File: src/assert_macros.svh
`ifndef ASSERT_MACROS_SVH
`define ASSERT_MACROS_SVH

// Clocked assertion that is switched off while reset is high.
`define LFPD_ASSERT(name, clk, rst, prop, msg) \
   name: assert property (@(posedge clk) disable iff (rst) (prop)) else $error(msg);

// Clocked assertion that is also checked during reset.
`define LFPD_ASSERT_ALWAYS(name, clk, prop, msg) \
   name: assert property (@(posedge clk) (prop)) else $error(msg);

`endif

File: src/lfpd_pkg.sv
package lfpd_pkg;

   // Sensor array and channel widths.
   localparam int SensorCount   = 8;
   localparam int CsrIndexWidth = 8;
   localparam int CsrDataWidth  = 16;
   localparam int ReqDataWidth  = 16;
   localparam int RspDataWidth  = 40;

   // Configuration register indexes.
   localparam logic [CsrIndexWidth-1:0] CsrBaseSpeed  = 8'd0;
   localparam logic [CsrIndexWidth-1:0] CsrPropGain   = 8'd1;
   localparam logic [CsrIndexWidth-1:0] CsrDerivGain  = 8'd2;
   localparam logic [CsrIndexWidth-1:0] CsrBrakeSpeed = 8'd3;

   // Register values after reset.
   localparam logic signed [15:0] BaseSpeedReset  = 16'sd0;
   localparam logic signed [15:0] PropGainReset   = 16'sd20;
   localparam logic signed [15:0] DerivGainReset  = 16'sd50;
   localparam logic [14:0]        BrakeSpeedReset = 15'd0;

   // Position weight of each sensor, sensor 0 first.
   localparam logic signed [4:0] SensorWeight [SensorCount] =
      '{-5'sd7, -5'sd4, -5'sd3, -5'sd1, 5'sd1, 5'sd3, 5'sd4, 5'sd7};

   // The multiplier takes one bit of the 5-bit error terms per cycle.
   localparam int               MacSteps    = 5;
   localparam logic [2:0]       MacLastStep = 3'(MacSteps - 1);

   // Result of the position stage.
   typedef struct packed {
      logic              found;
      logic signed [3:0] error;
   } pos_result_type;

   // Operands handed to the steering multiplier.
   typedef struct packed {
      logic signed [3:0]  error;
      logic signed [3:0]  previous;
      logic signed [15:0] prop_gain;
      logic signed [15:0] deriv_gain;
   } mac_request_type;

endpackage

File: src/line_follow_pd_steering.sv
// Each accepted item goes through the sensor scan, the serial division and the
// bit-serial multiply into the output register; a lost-line item skips division
// and multiply. Items are worked on one at a time, but a new item is taken while
// a finished result still waits in the output register. Reset (synchronous,
// active high) clears the stored error and restores register defaults.
`include "assert_macros.svh"

module line_follow_pd_steering (
   input  logic                                 clock,
   input  logic                                 reset,
   input  logic                                 req_tvalid,
   output logic                                 req_tready,
   // [7:0] sensor_bits, [8] clear_history, [15:9] zero
   input  logic [lfpd_pkg::ReqDataWidth-1:0]    req_tdata,
   output logic                                 rsp_tvalid,
   input  logic                                 rsp_tready,
   // [0] line_found, [16:1] left_drive, [32:17] right_drive,
   // [36:33] position_error, [39:37] zero
   output logic [lfpd_pkg::RspDataWidth-1:0]    rsp_tdata,
   input  logic                                 csr_valid,
   output logic                                 csr_ready,
   input  logic [lfpd_pkg::CsrIndexWidth-1:0]   csr_index,
   input  logic [lfpd_pkg::CsrDataWidth-1:0]    csr_data
);

   localparam logic [1:0] StIdle     = 2'd0;
   localparam logic [1:0] StPosition = 2'd1;
   localparam logic [1:0] StSteer    = 2'd2;
   localparam logic [1:0] StFinish   = 2'd3;

   logic [1:0]                       state_ff, state_in;
   logic [15:0]                      base_ff, base_in;
   logic [15:0]                      prop_ff, prop_in;
   logic [15:0]                      deriv_ff, deriv_in;
   logic [14:0]                      brake_ff, brake_in;
   logic [3:0]                       prev_ff, prev_in;
   logic                             pend_found_ff, pend_found_in;
   logic [15:0]                      pend_left_ff, pend_left_in;
   logic [15:0]                      pend_right_ff, pend_right_in;
   logic [3:0]                       pend_error_ff, pend_error_in;
   logic                             rsp_valid_ff, rsp_valid_in;
   logic [lfpd_pkg::RspDataWidth-1:0] rsp_data_ff, rsp_data_in;

   logic                             req_accept;
   logic                             rsp_load;
   logic                             pos_done;
   lfpd_pkg::pos_result_type         pos_result;
   logic                             mac_start;
   lfpd_pkg::mac_request_type        mac_request;
   logic                             mac_done;
   logic [15:0]                      turn;
   logic [15:0]                      brake_drive;

   assign req_tready = (state_ff == StIdle);
   assign req_accept = req_tvalid && req_tready;
   assign csr_ready  = 1'b1;

   // Position error: sensor scan and serial division.
   lfpd_pos u_pos (
      .clock       (clock),
      .reset       (reset),
      .start       (req_accept),
      .sensor_bits (req_tdata[lfpd_pkg::SensorCount-1:0]),
      .done        (pos_done),
      .result      (pos_result)
   );

   // Steering term: bit-serial multiply-accumulate.
   assign mac_start              = (state_ff == StPosition) && pos_done && pos_result.found;
   assign mac_request.error      = pos_result.error;
   assign mac_request.previous   = prev_ff;
   assign mac_request.prop_gain  = prop_ff;
   assign mac_request.deriv_gain = deriv_ff;

   lfpd_mac u_mac (
      .clock   (clock),
      .reset   (reset),
      .start   (mac_start),
      .request (mac_request),
      .done    (mac_done),
      .turn    (turn)
   );

   // Configuration writes; unknown indexes are dropped.
   always_comb begin
      base_in  = base_ff;
      prop_in  = prop_ff;
      deriv_in = deriv_ff;
      brake_in = brake_ff;
      if (csr_valid) begin
         unique case (csr_index)
            lfpd_pkg::CsrBaseSpeed:  base_in  = csr_data;
            lfpd_pkg::CsrPropGain:   prop_in  = csr_data;
            lfpd_pkg::CsrDerivGain:  deriv_in = csr_data;
            lfpd_pkg::CsrBrakeSpeed: brake_in = csr_data[14:0];
            default: begin
            end
         endcase
      end
   end

   assign brake_drive = 16'(16'd0 - {1'b0, brake_ff});
   assign rsp_load    = (state_ff == StFinish) && (!rsp_valid_ff || rsp_tready);

   // Item sequencer and history update.
   always_comb begin
      state_in      = state_ff;
      prev_in       = prev_ff;
      pend_found_in = pend_found_ff;
      pend_left_in  = pend_left_ff;
      pend_right_in = pend_right_ff;
      pend_error_in = pend_error_ff;

      unique case (state_ff)
         StIdle: begin
            if (req_accept) begin
               if (req_tdata[lfpd_pkg::SensorCount]) begin
                  prev_in = 4'd0;
               end
               state_in = StPosition;
            end
         end
         StPosition: begin
            if (pos_done) begin
               if (pos_result.found) begin
                  // The multiplier has latched the old error this cycle.
                  prev_in       = pos_result.error;
                  pend_found_in = 1'b1;
                  pend_error_in = pos_result.error;
                  state_in      = StSteer;
               end else begin
                  pend_found_in = 1'b0;
                  pend_left_in  = brake_drive;
                  pend_right_in = brake_drive;
                  pend_error_in = 4'd0;
                  state_in      = StFinish;
               end
            end
         end
         StSteer: begin
            if (mac_done) begin
               pend_left_in  = base_ff + turn;
               pend_right_in = base_ff - turn;
               state_in      = StFinish;
            end
         end
         StFinish: begin
            if (rsp_load) begin
               state_in = StIdle;
            end
         end
         default: begin
            state_in = StIdle;
         end
      endcase
   end

   // Output register.
   always_comb begin
      rsp_data_in  = rsp_data_ff;
      rsp_valid_in = rsp_valid_ff;
      if (rsp_load) begin
         rsp_data_in  = {3'b000, pend_error_ff, pend_right_ff, pend_left_ff, pend_found_ff};
         rsp_valid_in = 1'b1;
      end else if (rsp_tready) begin
         rsp_valid_in = 1'b0;
      end
   end

   always_ff @(posedge clock) begin
      if (reset) begin
         state_ff     <= StIdle;
         base_ff      <= lfpd_pkg::BaseSpeedReset;
         prop_ff      <= lfpd_pkg::PropGainReset;
         deriv_ff     <= lfpd_pkg::DerivGainReset;
         brake_ff     <= lfpd_pkg::BrakeSpeedReset;
         prev_ff      <= 4'd0;
         rsp_valid_ff <= 1'b0;
      end else begin
         state_ff     <= state_in;
         base_ff      <= base_in;
         prop_ff      <= prop_in;
         deriv_ff     <= deriv_in;
         brake_ff     <= brake_in;
         prev_ff      <= prev_in;
         rsp_valid_ff <= rsp_valid_in;
      end
      pend_found_ff <= pend_found_in;
      pend_left_ff  <= pend_left_in;
      pend_right_ff <= pend_right_in;
      pend_error_ff <= pend_error_in;
      rsp_data_ff   <= rsp_data_in;
   end

   assign rsp_tvalid = rsp_valid_ff;
   assign rsp_tdata  = rsp_data_ff;

   // A lost-line result brakes both wheels alike and reports no error.
   `LFPD_ASSERT(a_lost_line_brakes, clock, reset, rsp_valid_ff && !rsp_data_ff[0] |-> rsp_data_ff[36:33] == 4'd0 && rsp_data_ff[16:1] == rsp_data_ff[32:17], "lost-line result is not a plain brake")

   // The stored error moves only while an item is being worked on.
   `LFPD_ASSERT(a_history_quiet_when_idle, clock, reset, state_ff == StIdle && !req_accept |=> $stable(prev_ff), "stored error changed while idle")

   // Reset leaves the sequencer idle with an empty output register.
   `LFPD_ASSERT_ALWAYS(a_reset_idle, clock, reset |=> state_ff == StIdle && !rsp_valid_ff, "block not idle after reset")

endmodule

File: src/lfpd_pos.sv
module lfpd_pos (
   input  logic                                clock,
   input  logic                                reset,
   input  logic                                start,
   input  logic [lfpd_pkg::SensorCount-1:0]    sensor_bits,
   output logic                                done,
   output lfpd_pkg::pos_result_type            result
);

   localparam logic [1:0] StIdle   = 2'd0;
   localparam logic [1:0] StScan   = 2'd1;
   localparam logic [1:0] StDivide = 2'd2;
   localparam logic [1:0] StSign   = 2'd3;

   logic [1:0]                         state_ff, state_in;
   logic [lfpd_pkg::SensorCount-1:0]   bits_ff, bits_in;
   logic [2:0]                         step_ff, step_in;
   logic signed [4:0]                  sum_ff, sum_in;
   logic [3:0]                         count_ff, count_in;
   logic [3:0]                         mag_ff, mag_in;
   logic [3:0]                         rem_ff, rem_in;
   logic                               neg_ff, neg_in;

   logic signed [4:0]                  weight;
   logic signed [4:0]                  sum_next;
   logic [3:0]                         count_next;
   logic [4:0]                         rem_shift;
   logic                               quot_bit;

   // Scan one sensor per cycle, then divide one quotient bit per cycle.
   always_comb begin
      state_in = state_ff;
      bits_in  = bits_ff;
      step_in  = step_ff;
      sum_in   = sum_ff;
      count_in = count_ff;
      mag_in   = mag_ff;
      rem_in   = rem_ff;
      neg_in   = neg_ff;

      weight     = bits_ff[0] ? lfpd_pkg::SensorWeight[step_ff] : 5'sd0;
      sum_next   = sum_ff + weight;
      count_next = count_ff + {3'b000, bits_ff[0]};

      rem_shift = {rem_ff, mag_ff[3]};
      quot_bit  = (rem_shift >= {1'b0, count_ff});

      unique case (state_ff)
         StIdle: begin
            if (start) begin
               bits_in  = sensor_bits;
               step_in  = 3'd0;
               sum_in   = 5'sd0;
               count_in = 4'd0;
               state_in = StScan;
            end
         end
         StScan: begin
            bits_in  = bits_ff >> 1;
            sum_in   = sum_next;
            count_in = count_next;
            step_in  = step_ff + 3'd1;
            if (step_ff == 3'(lfpd_pkg::SensorCount - 1)) begin
               // Divide the magnitude and restore the sign afterwards.
               neg_in   = sum_next[4];
               mag_in   = sum_next[4] ? 4'(-sum_next) : sum_next[3:0];
               rem_in   = 4'd0;
               step_in  = 3'd0;
               state_in = (count_next == 4'd0) ? StSign : StDivide;
            end
         end
         StDivide: begin
            if (quot_bit) begin
               rem_in = 4'(rem_shift - {1'b0, count_ff});
            end else begin
               rem_in = rem_shift[3:0];
            end
            mag_in  = {mag_ff[2:0], quot_bit};
            step_in = step_ff + 3'd1;
            if (step_ff[1:0] == 2'd3) begin
               state_in = StSign;
            end
         end
         StSign: begin
            state_in = StIdle;
         end
         default: begin
            state_in = StIdle;
         end
      endcase
   end

   always_ff @(posedge clock) begin
      if (reset) begin
         state_ff <= StIdle;
      end else begin
         state_ff <= state_in;
      end
      bits_ff  <= bits_in;
      step_ff  <= step_in;
      sum_ff   <= sum_in;
      count_ff <= count_in;
      mag_ff   <= mag_in;
      rem_ff   <= rem_in;
      neg_ff   <= neg_in;
   end

   // The quotient sits in mag_ff once the division is over.
   always_comb begin
      done         = (state_ff == StSign);
      result.found = (count_ff != 4'd0);
      if (count_ff == 4'd0) begin
         result.error = 4'sd0;
      end else if (neg_ff) begin
         result.error = 4'(4'd0 - mag_ff);
      end else begin
         result.error = mag_ff;
      end
   end

endmodule

File: src/lfpd_mac.sv
module lfpd_mac (
   input  logic                       clock,
   input  logic                       reset,
   input  logic                       start,
   input  lfpd_pkg::mac_request_type  request,
   output logic                       done,
   output logic [15:0]                turn
);

   localparam logic [1:0] StIdle = 2'd0;
   localparam logic [1:0] StRun  = 2'd1;
   localparam logic [1:0] StDone = 2'd2;

   logic [1:0]  state_ff, state_in;
   logic [4:0]  mul_p_ff, mul_p_in;
   logic [4:0]  mul_d_ff, mul_d_in;
   logic [15:0] gain_p_ff, gain_p_in;
   logic [15:0] gain_d_ff, gain_d_in;
   logic [15:0] acc_ff, acc_in;
   logic [2:0]  step_ff, step_in;

   logic [15:0] add_p;
   logic [15:0] add_d;

   // Shift-and-add over the multiplier bits; the top bit carries negative weight.
   // Only the low 16 bits of the turn term reach the drives, so the sum wraps.
   always_comb begin
      state_in  = state_ff;
      mul_p_in  = mul_p_ff;
      mul_d_in  = mul_d_ff;
      gain_p_in = gain_p_ff;
      gain_d_in = gain_d_ff;
      acc_in    = acc_ff;
      step_in   = step_ff;

      add_p = mul_p_ff[0] ? gain_p_ff : 16'd0;
      add_d = mul_d_ff[0] ? gain_d_ff : 16'd0;

      unique case (state_ff)
         StIdle: begin
            if (start) begin
               mul_p_in  = {request.error[3], request.error};
               mul_d_in  = 5'({request.error[3], request.error}
                              - {request.previous[3], request.previous});
               gain_p_in = request.prop_gain;
               gain_d_in = request.deriv_gain;
               acc_in    = 16'd0;
               step_in   = 3'd0;
               state_in  = StRun;
            end
         end
         StRun: begin
            if (step_ff == lfpd_pkg::MacLastStep) begin
               acc_in   = acc_ff - add_p - add_d;
               state_in = StDone;
            end else begin
               acc_in = acc_ff + add_p + add_d;
            end
            mul_p_in  = mul_p_ff >> 1;
            mul_d_in  = mul_d_ff >> 1;
            gain_p_in = gain_p_ff << 1;
            gain_d_in = gain_d_ff << 1;
            step_in   = step_ff + 3'd1;
         end
         StDone: begin
            state_in = StIdle;
         end
         default: begin
            state_in = StIdle;
         end
      endcase
   end

   always_ff @(posedge clock) begin
      if (reset) begin
         state_ff <= StIdle;
      end else begin
         state_ff <= state_in;
      end
      mul_p_ff  <= mul_p_in;
      mul_d_ff  <= mul_d_in;
      gain_p_ff <= gain_p_in;
      gain_d_ff <= gain_d_in;
      acc_ff    <= acc_in;
      step_ff   <= step_in;
   end

   assign done = (state_ff == StDone);
   assign turn = acc_ff;

endmodule
File: config.mk
export PLATFORM = sky130hd
export DESIGN_NAME = line_follow_pd_steering
export DESIGN_NICKNAME = d
export VERILOG_FILES = /design/src/lfpd_pkg.sv /design/src/line_follow_pd_steering.sv /design/src/lfpd_pos.sv /design/src/lfpd_mac.sv
export VERILOG_INCLUDE_DIRS = /design/src /design/src/src
export SDC_FILE = /design/constraint.sdc
export NUM_CORES = 1
export LEC_CHECK = 0
export BUFFER_PORTS_ARGS = -buffer_cell sky130_fd_sc_hd__buf_4
export CORE_UTILIZATION = 67
export CTS_CLUSTER_SIZE = 12
export DETAILED_ROUTE_END_ITERATION = 12
export GPL_ROUTABILITY_DRIVEN = 0
export PLACE_DENSITY = 0.95
export SYNTH_ARGS = -nofsm -noshare
export SYNTH_HDL_FRONTEND = slang
export SYNTH_SLANG_ARGS = --single-unit
File: constraint.sdc
create_clock -name clock -period 9.8 [get_ports clock]
set_input_delay 0.49 -clock clock [delete_from_list [all_inputs] [get_ports clock]]
set_output_delay 0.49 -clock clock [all_outputs]
set_load 0.05 [all_outputs]
# Word level (Yosys, flattened, before mapping)
# Memory sizes are Yosys's and may differ from the RTL's.
# Index checks and enable logic that the tools add are counted.
[classes]
n_eq_ne = 26
n_addsub = 15
n_mux = 62
bitwise = 1
n_lt_le_gt_ge = 2
reduce_logical = 35
[ops]
columns = ["op", "n"]
rows = [
  ["16-bit two-way mux", 10],
  ["16-bit one-hot mux with 2 select lines", 5],
  ["16-bit adder", 3],
  ["16-bit subtractor", 3],
  ["4-bit two-way mux", 11],
  ["4-bit one-hot mux with 2 select lines", 4],
  ["5-bit two-way mux", 6],
  ["5-bit one-hot mux with 2 select lines", 3],
  ["2-bit AND reduction", 11],
  ["8-bit by 2-bit == test with 1-bit output, second input constant", 2],
  ["2-bit two-way mux", 8],
  ["2-bit one-hot mux with 4 select lines", 2],
  ["8-bit one-hot mux with 2 select lines", 1],
  ["1-bit by 15-bit subtractor with 16-bit output, first input constant", 1],
  ["2-bit != test, second input constant", 7],
  ["2-bit == test, second input constant", 6],
  ["2-bit nonzero test", 6],
  ["2-bit by 1-bit != test with 1-bit output, second input constant", 5],
  ["3-bit two-way mux", 3],
  ["3-bit one-hot mux with 3 select lines", 1],
  ["8-bit by 1-bit == test with 1-bit output, second input constant", 1],
  ["4-bit logical NOT", 2],
  ["8-bit logical NOT", 1],
  ["8-bit two-way mux", 1],
  ["other kinds (24)", 38],
]
[totals]
memories = 1
reg_bits = 238
inputBits = 45
mem_bits_ro = 40
[memory_table]
columns = ["memory", "words", "width", "read_ports", "rd_ports_with_merged_regs", "write_ports", "line_no", "source"]
rows = [
  ["(no name shown)", 8, 5, 1, 0, 0, "lfpd_pos.sv:41", "weight = bits_ff[0] ? lfpd_pkg::SensorWeight[step_ff] : 5'sd0;"],
]

# Longest topological paths before layout
[logic_depth]
ltp_word = 10
ltp_mapped = 15
ltp_nobuf = 15

# Hierarchy
# Synthesis repeated with hierarchy kept, for this count alone.
[unflattened]
cells_unflattened = 1444
area_unflattened_um2 = 14208.6
[modules_own_cells]
columns = ["mod", "cells_per_inst", "n_inst", "area_each_um2"]
rows = [
  ["line_follow_pd_steering", 692, 1, 7071.8],
  ["lfpd_mac", 571, 1, 5166.2],
  ["lfpd_pos", 181, 1, 1970.6],
]

# Least setup slack after synthesis
# No wires, ideal clock.
[synth_path]
kind = "register to register"
start = "reg state_ff[1]"
end = "reg u_mac.gain_d_ff[0] (enable)"
required_time_ps = 9319
setup_slack_ps = 5685
path_stages_with_launch = 7
n_path_buf = 0
period_less_slack_ps = 4115
arrival_time_ps = 3634
cell_sequence = "dfxtp_1 inv_1 ha_1 and2_1 and2_1 nor2_1 nor2_1"
[synth_via]
elab_chain_len = 5
[synth_rtl]
columns = ["item", "line_no", "source"]
rows = [
  ["start: declaration", "line_follow_pd_steering.sv:31", "logic [1:0] state_ff, state_in;"],
  ["start signal: assignment", "line_follow_pd_steering.sv:172", "state_ff <= StIdle;"],
  ["start signal: assignment", "line_follow_pd_steering.sv:180", "state_ff <= state_in;"],
  ["2-bit by 1-bit == test with 1-bit output", "line_follow_pd_steering.sv:69", "assign mac_start = (state_ff == StPosition) && pos_done && pos_result.found;"],
  ["1-bit logical AND (2 in series)", "line_follow_pd_steering.sv:69", ""],
  ["2-bit != test (no line)", "n/a", ""],
  ["2-bit AND reduction (no line)", "n/a", ""],
  ["end signal: assignment", "lfpd_mac.sv:83", "gain_d_ff <= gain_d_in;"],
  ["end: declaration", "lfpd_mac.sv:18", "logic [15:0] gain_d_ff, gain_d_in;"],
]
# No other way between the ends.
# A chain may end at the register's enable or synchronous reset.

# Worst setup path in the final report
[layout_path]
start = "reg u_mac.mul_p_ff[0]"
end = "reg u_mac.acc_ff[15] (netlist: u_mac.turn[15]) (data pin)"
[layout_via]
elab_chain_len = 5
[layout_rtl]
columns = ["item", "line_no", "source"]
rows = [
  ["start: declaration", "lfpd_mac.sv:15", "logic [4:0] mul_p_ff, mul_p_in;"],
  ["start signal: assignment", "lfpd_mac.sv:80", "mul_p_ff <= mul_p_in;"],
  ["16-bit two-way mux *", "lfpd_mac.sv:36", "add_p = mul_p_ff[0] ? gain_p_ff : 16'd0;"],
  ["16-bit adder or 16-bit subtractor (tied branches) (2 in series)", "lfpd_mac.sv:57, lfpd_mac.sv:54", ""],
  ["16-bit two-way mux *", "lfpd_mac.sv:53", "if (step_ff == lfpd_pkg::MacLastStep) begin"],
  ["16-bit one-hot mux with 2 select lines *", "lfpd_mac.sv:39", "unique case (state_ff)"],
  ["end signal: assignment", "lfpd_mac.sv:84", "acc_ff <= acc_in;"],
  ["end: declaration", "lfpd_mac.sv:19", "logic [15:0] acc_ff, acc_in;"],
]
# Mark *: on every way between the ends. The rest lies on a longest branch, timed or not.

==> results_dict.tcl <==
set metrics [dict create \
    final_util 0.765 \
    clk_latency_ns 0.55 \
    yosysTopAreaCell "edfxtp_1" \
    synth-compound-area-share 0.107 \
    synthAdderAreaFrac 0.135 \
    antenna_found_initial 0 \
    seq_area_sq_mm 0.00635 \
    grt.total_usage 0.329 \
    tightest_slew_ns 1.25 \
    startpoint_type "flip-flop" \
    grt_pass1_wl_mm 56.4 \
    clock_skew_ns 0.0328 \
    drive_gt1_frac 0.0974 \
    crit_arrival_ns 4.61 \
    min_path_type "input port to flip-flop" \
    p_per_area_mw_per_mm2 208 \
    crit_required_ns 10.06 \
    dieArea_sq_mm 0.0215 \
    yosysSeqAreaShare 0.452 \
    yosysWarnings 0 \
    hpwlAfterDp_mm 22.5 \
    synthMuxAreaShare 0.0458 \
    ant_nets 0 \
    synthFlopType "edfxtp_1" \
    reg2reg_slack_ns 5.45 \
    grt_max_degree 75 \
    finalHoldViolCount 0 \
    io_pins 88 \
    cts_setup_buffers 0 \
    synth_edf_count 162 \
    htreeDepth 1 \
    dieHeight_microns 147 \
    final_common_cell "nand2_1" \
    rows 52 \
    finalWorstSetupSlack_ns 5.45 \
    leakagePower_nw 6.81 \
    drtPass1Iterations 6 \
    gr-total-overflow 0 \
    wl_per_cell_microns 20.0 \
    die_w_microns 147 \
    drc 0 \
    vias 11200 \
    place.port_buffers 76 \
    routed_wl_mm 35.4 \
    syn_avg_cell_area_sq_um 9.87 \
    synth_top_family_by_area "simple AND/OR/NAND/NOR gates" \
    synth_cells 1421 \
    viasPerCell 6.35 \
    dp_slack_ns 5.71 \
    cts_resized 0 \
    critPathKind "flip-flop to flip-flop" \
    cts_buffer_depth 3 \
    setup_viol 0 \
    synth.top_cells.by_area "edfxtp_1 (35%), dfxtp_1 (11%), ha_1 (8.1%)" \
    clkSinkCount 236 \
    diodes 0 \
    min_period_over_period 0.444 \
    ys_ff_latch 236 \
    crit_path_end_kind "flip-flop" \
    cp_max_fo 16 \
    netlist.area_leader.share 0.347 \
    status "finished clean" \
    synth_xor_xnor_area_share 0.0418 \
    timing.fmax_mhz 230 \
    nFillCells 1073 \
    synth_simple_gate_area_frac 0.163 \
    rsz0062_at_grt "no" \
    hold_slack_ns 0.205 \
    final_cell_mix "nand2_1 (191), edfxtp_1 (162), inv_1 (138)" \
    slew_headroom 0.167 \
    synth_cell_type_count 64 \
    core_region_area_sq_mm 0.0204 \
    finalMaxSlewViolations 0 \
    first_global_vias 11200 \
    async_flop_share 0 \
    drt_iter0_markers 1426 \
    clk_pin_slew_ns 0.06 \
    finalSetupTns_ns 0 \
    irDropWorstVdd_mv 0.228 \
    cts-root-buf "clkbuf_16" \
    ctsHoldBuffers 0 \
    cts_tree "yes" \
    period_needed_ns 4.35 \
    initial_core_util 0.689 \
    synth.cell_area_sq_mm 0.0140 \
    nets 1654 \
    cap_violations 0 \
    syn_to_final_growth_pct 11.1 \
    numCtsBuffers 25 \
    multi_input_area_sq_mm 0.00697 \
]
critical path: stages (launching register included):
cell,delay (ns)
edfxtp_1,0.79
and2_1,0.28
inv_1,0.08
fa_1,0.48
inv_1,0.09
ha_1,0.18
inv_1,0.06
fa_1,0.41
or3_1,0.44
a31oi_1,0.35
nand4_1,0.22
nand3_1,0.18
a41oi_1,0.19
xnor2_1,0.21
o22ai_1,0.09
metrics by stage:
step           total power [mW]  instance area, sq um  cells
6_report                   3.24                 15600   1769
5_1_grt                    3.38                 15600   1769
4_1_cts                    3.21                 15600   1769
3_5_place_dp               2.31                 14800   1723
3_3_place_gp               2.25                 14800   1723
2_1_floorplan              2.07                 14000   1423
cell usage after synthesis (25+ instances only):
master,number
edfxtp_1,162
o21ai_0,62
nor2_1,128
inv_1,138
xnor2_1,38
clkbuf_1,40
nand2_1,191
dfxtp_1,74
xor2_1,29
nor3_1,25
fa_1,38
mux2i_1,53
a21o_1,26
ha_1,91
a21oi_1,77
and2_1,35
state kept, by name, indices dropped and copies added, names as in the netlist, 3 cells and up:
name,count
rsp_tdata,36
base_ff,16
deriv_ff,16
pend_left_ff,16
prop_ff,16
u_mac.gain_d_ff,16
u_mac.gain_p_ff,16
u_mac.turn,16
brake_ff,15
pend_right_ff,15
u_pos.bits_ff,8
u_mac.mul_d_ff,5
u_mac.mul_p_ff,5
u_pos.sum_ff,5
pend_error_ff,4
prev_ff,4
u_pos.count_ff,4
u_pos.mag_ff,4
u_pos.rem_ff,4
u_mac.step_ff,3
u_pos.step_ff,3
path summary, 6_finish.rpt:
kind | startpoint | end | cells past startpoint
max | u_mac.mul_p_ff[0]$_DFFE_PP_ | u_mac.turn[15]$_SDFFCE_PN0P_ | 14
min reg2reg | pend_left_ff[3]$_DFFE_PP_ | rsp_tdata[4]$_DFFE_PP_ | 0
min | csr_data[1] | deriv_ff[1]$_SDFFE_PP1P_ | 3
max reg2reg | u_mac.mul_p_ff[0]$_DFFE_PP_ | u_mac.turn[15]$_SDFFCE_PN0P_ | 14
final cells by class:
cell class,instances,area share
Clock buffer,41,0.0472
Inverter,138,0.0332
Sequential cell,236,0.407
Multi-Input combinational cell,995,0.447
Tap cell,270,0.0217
Timing Repair Buffer,84,0.0405
Clock inverter,5,0.00257
logic make-up after synthesis:
group | after synthesis
XOR/XNOR | 67
adder cells (fa/ha/maj) | 129
buffers and inverters | 192
other | 2
AO/OA/AOI/OAI | 243
flip-flops | 236
multiplexers | 63
AND/OR/NAND/NOR | 489
layer usage:
| layer | GRT usage | share of wire | up-vias |
|---|---|---|---|
| li1 | - | - | 4958 |
| met1 | 0.409 | 0.37 | 5237 |
| met2 | 0.564 | 0.48 | 866 |
| met3 | 0.0624 | 0.11 | 174 |
| met4 | 0.135 | 0.042 | 0 |
| met5 | 0 | 0 | - |
report_power, final:
part | internal [mW] | leakage (nW) | switching, mW
registers | 1.27 | 2.09 | 0.0678
logic | 0.375 | 4.34 | 0.606
clock network | 0.513 | 0.374 | 0.401
No activity file was read; power rests on OpenSTA's default activity.
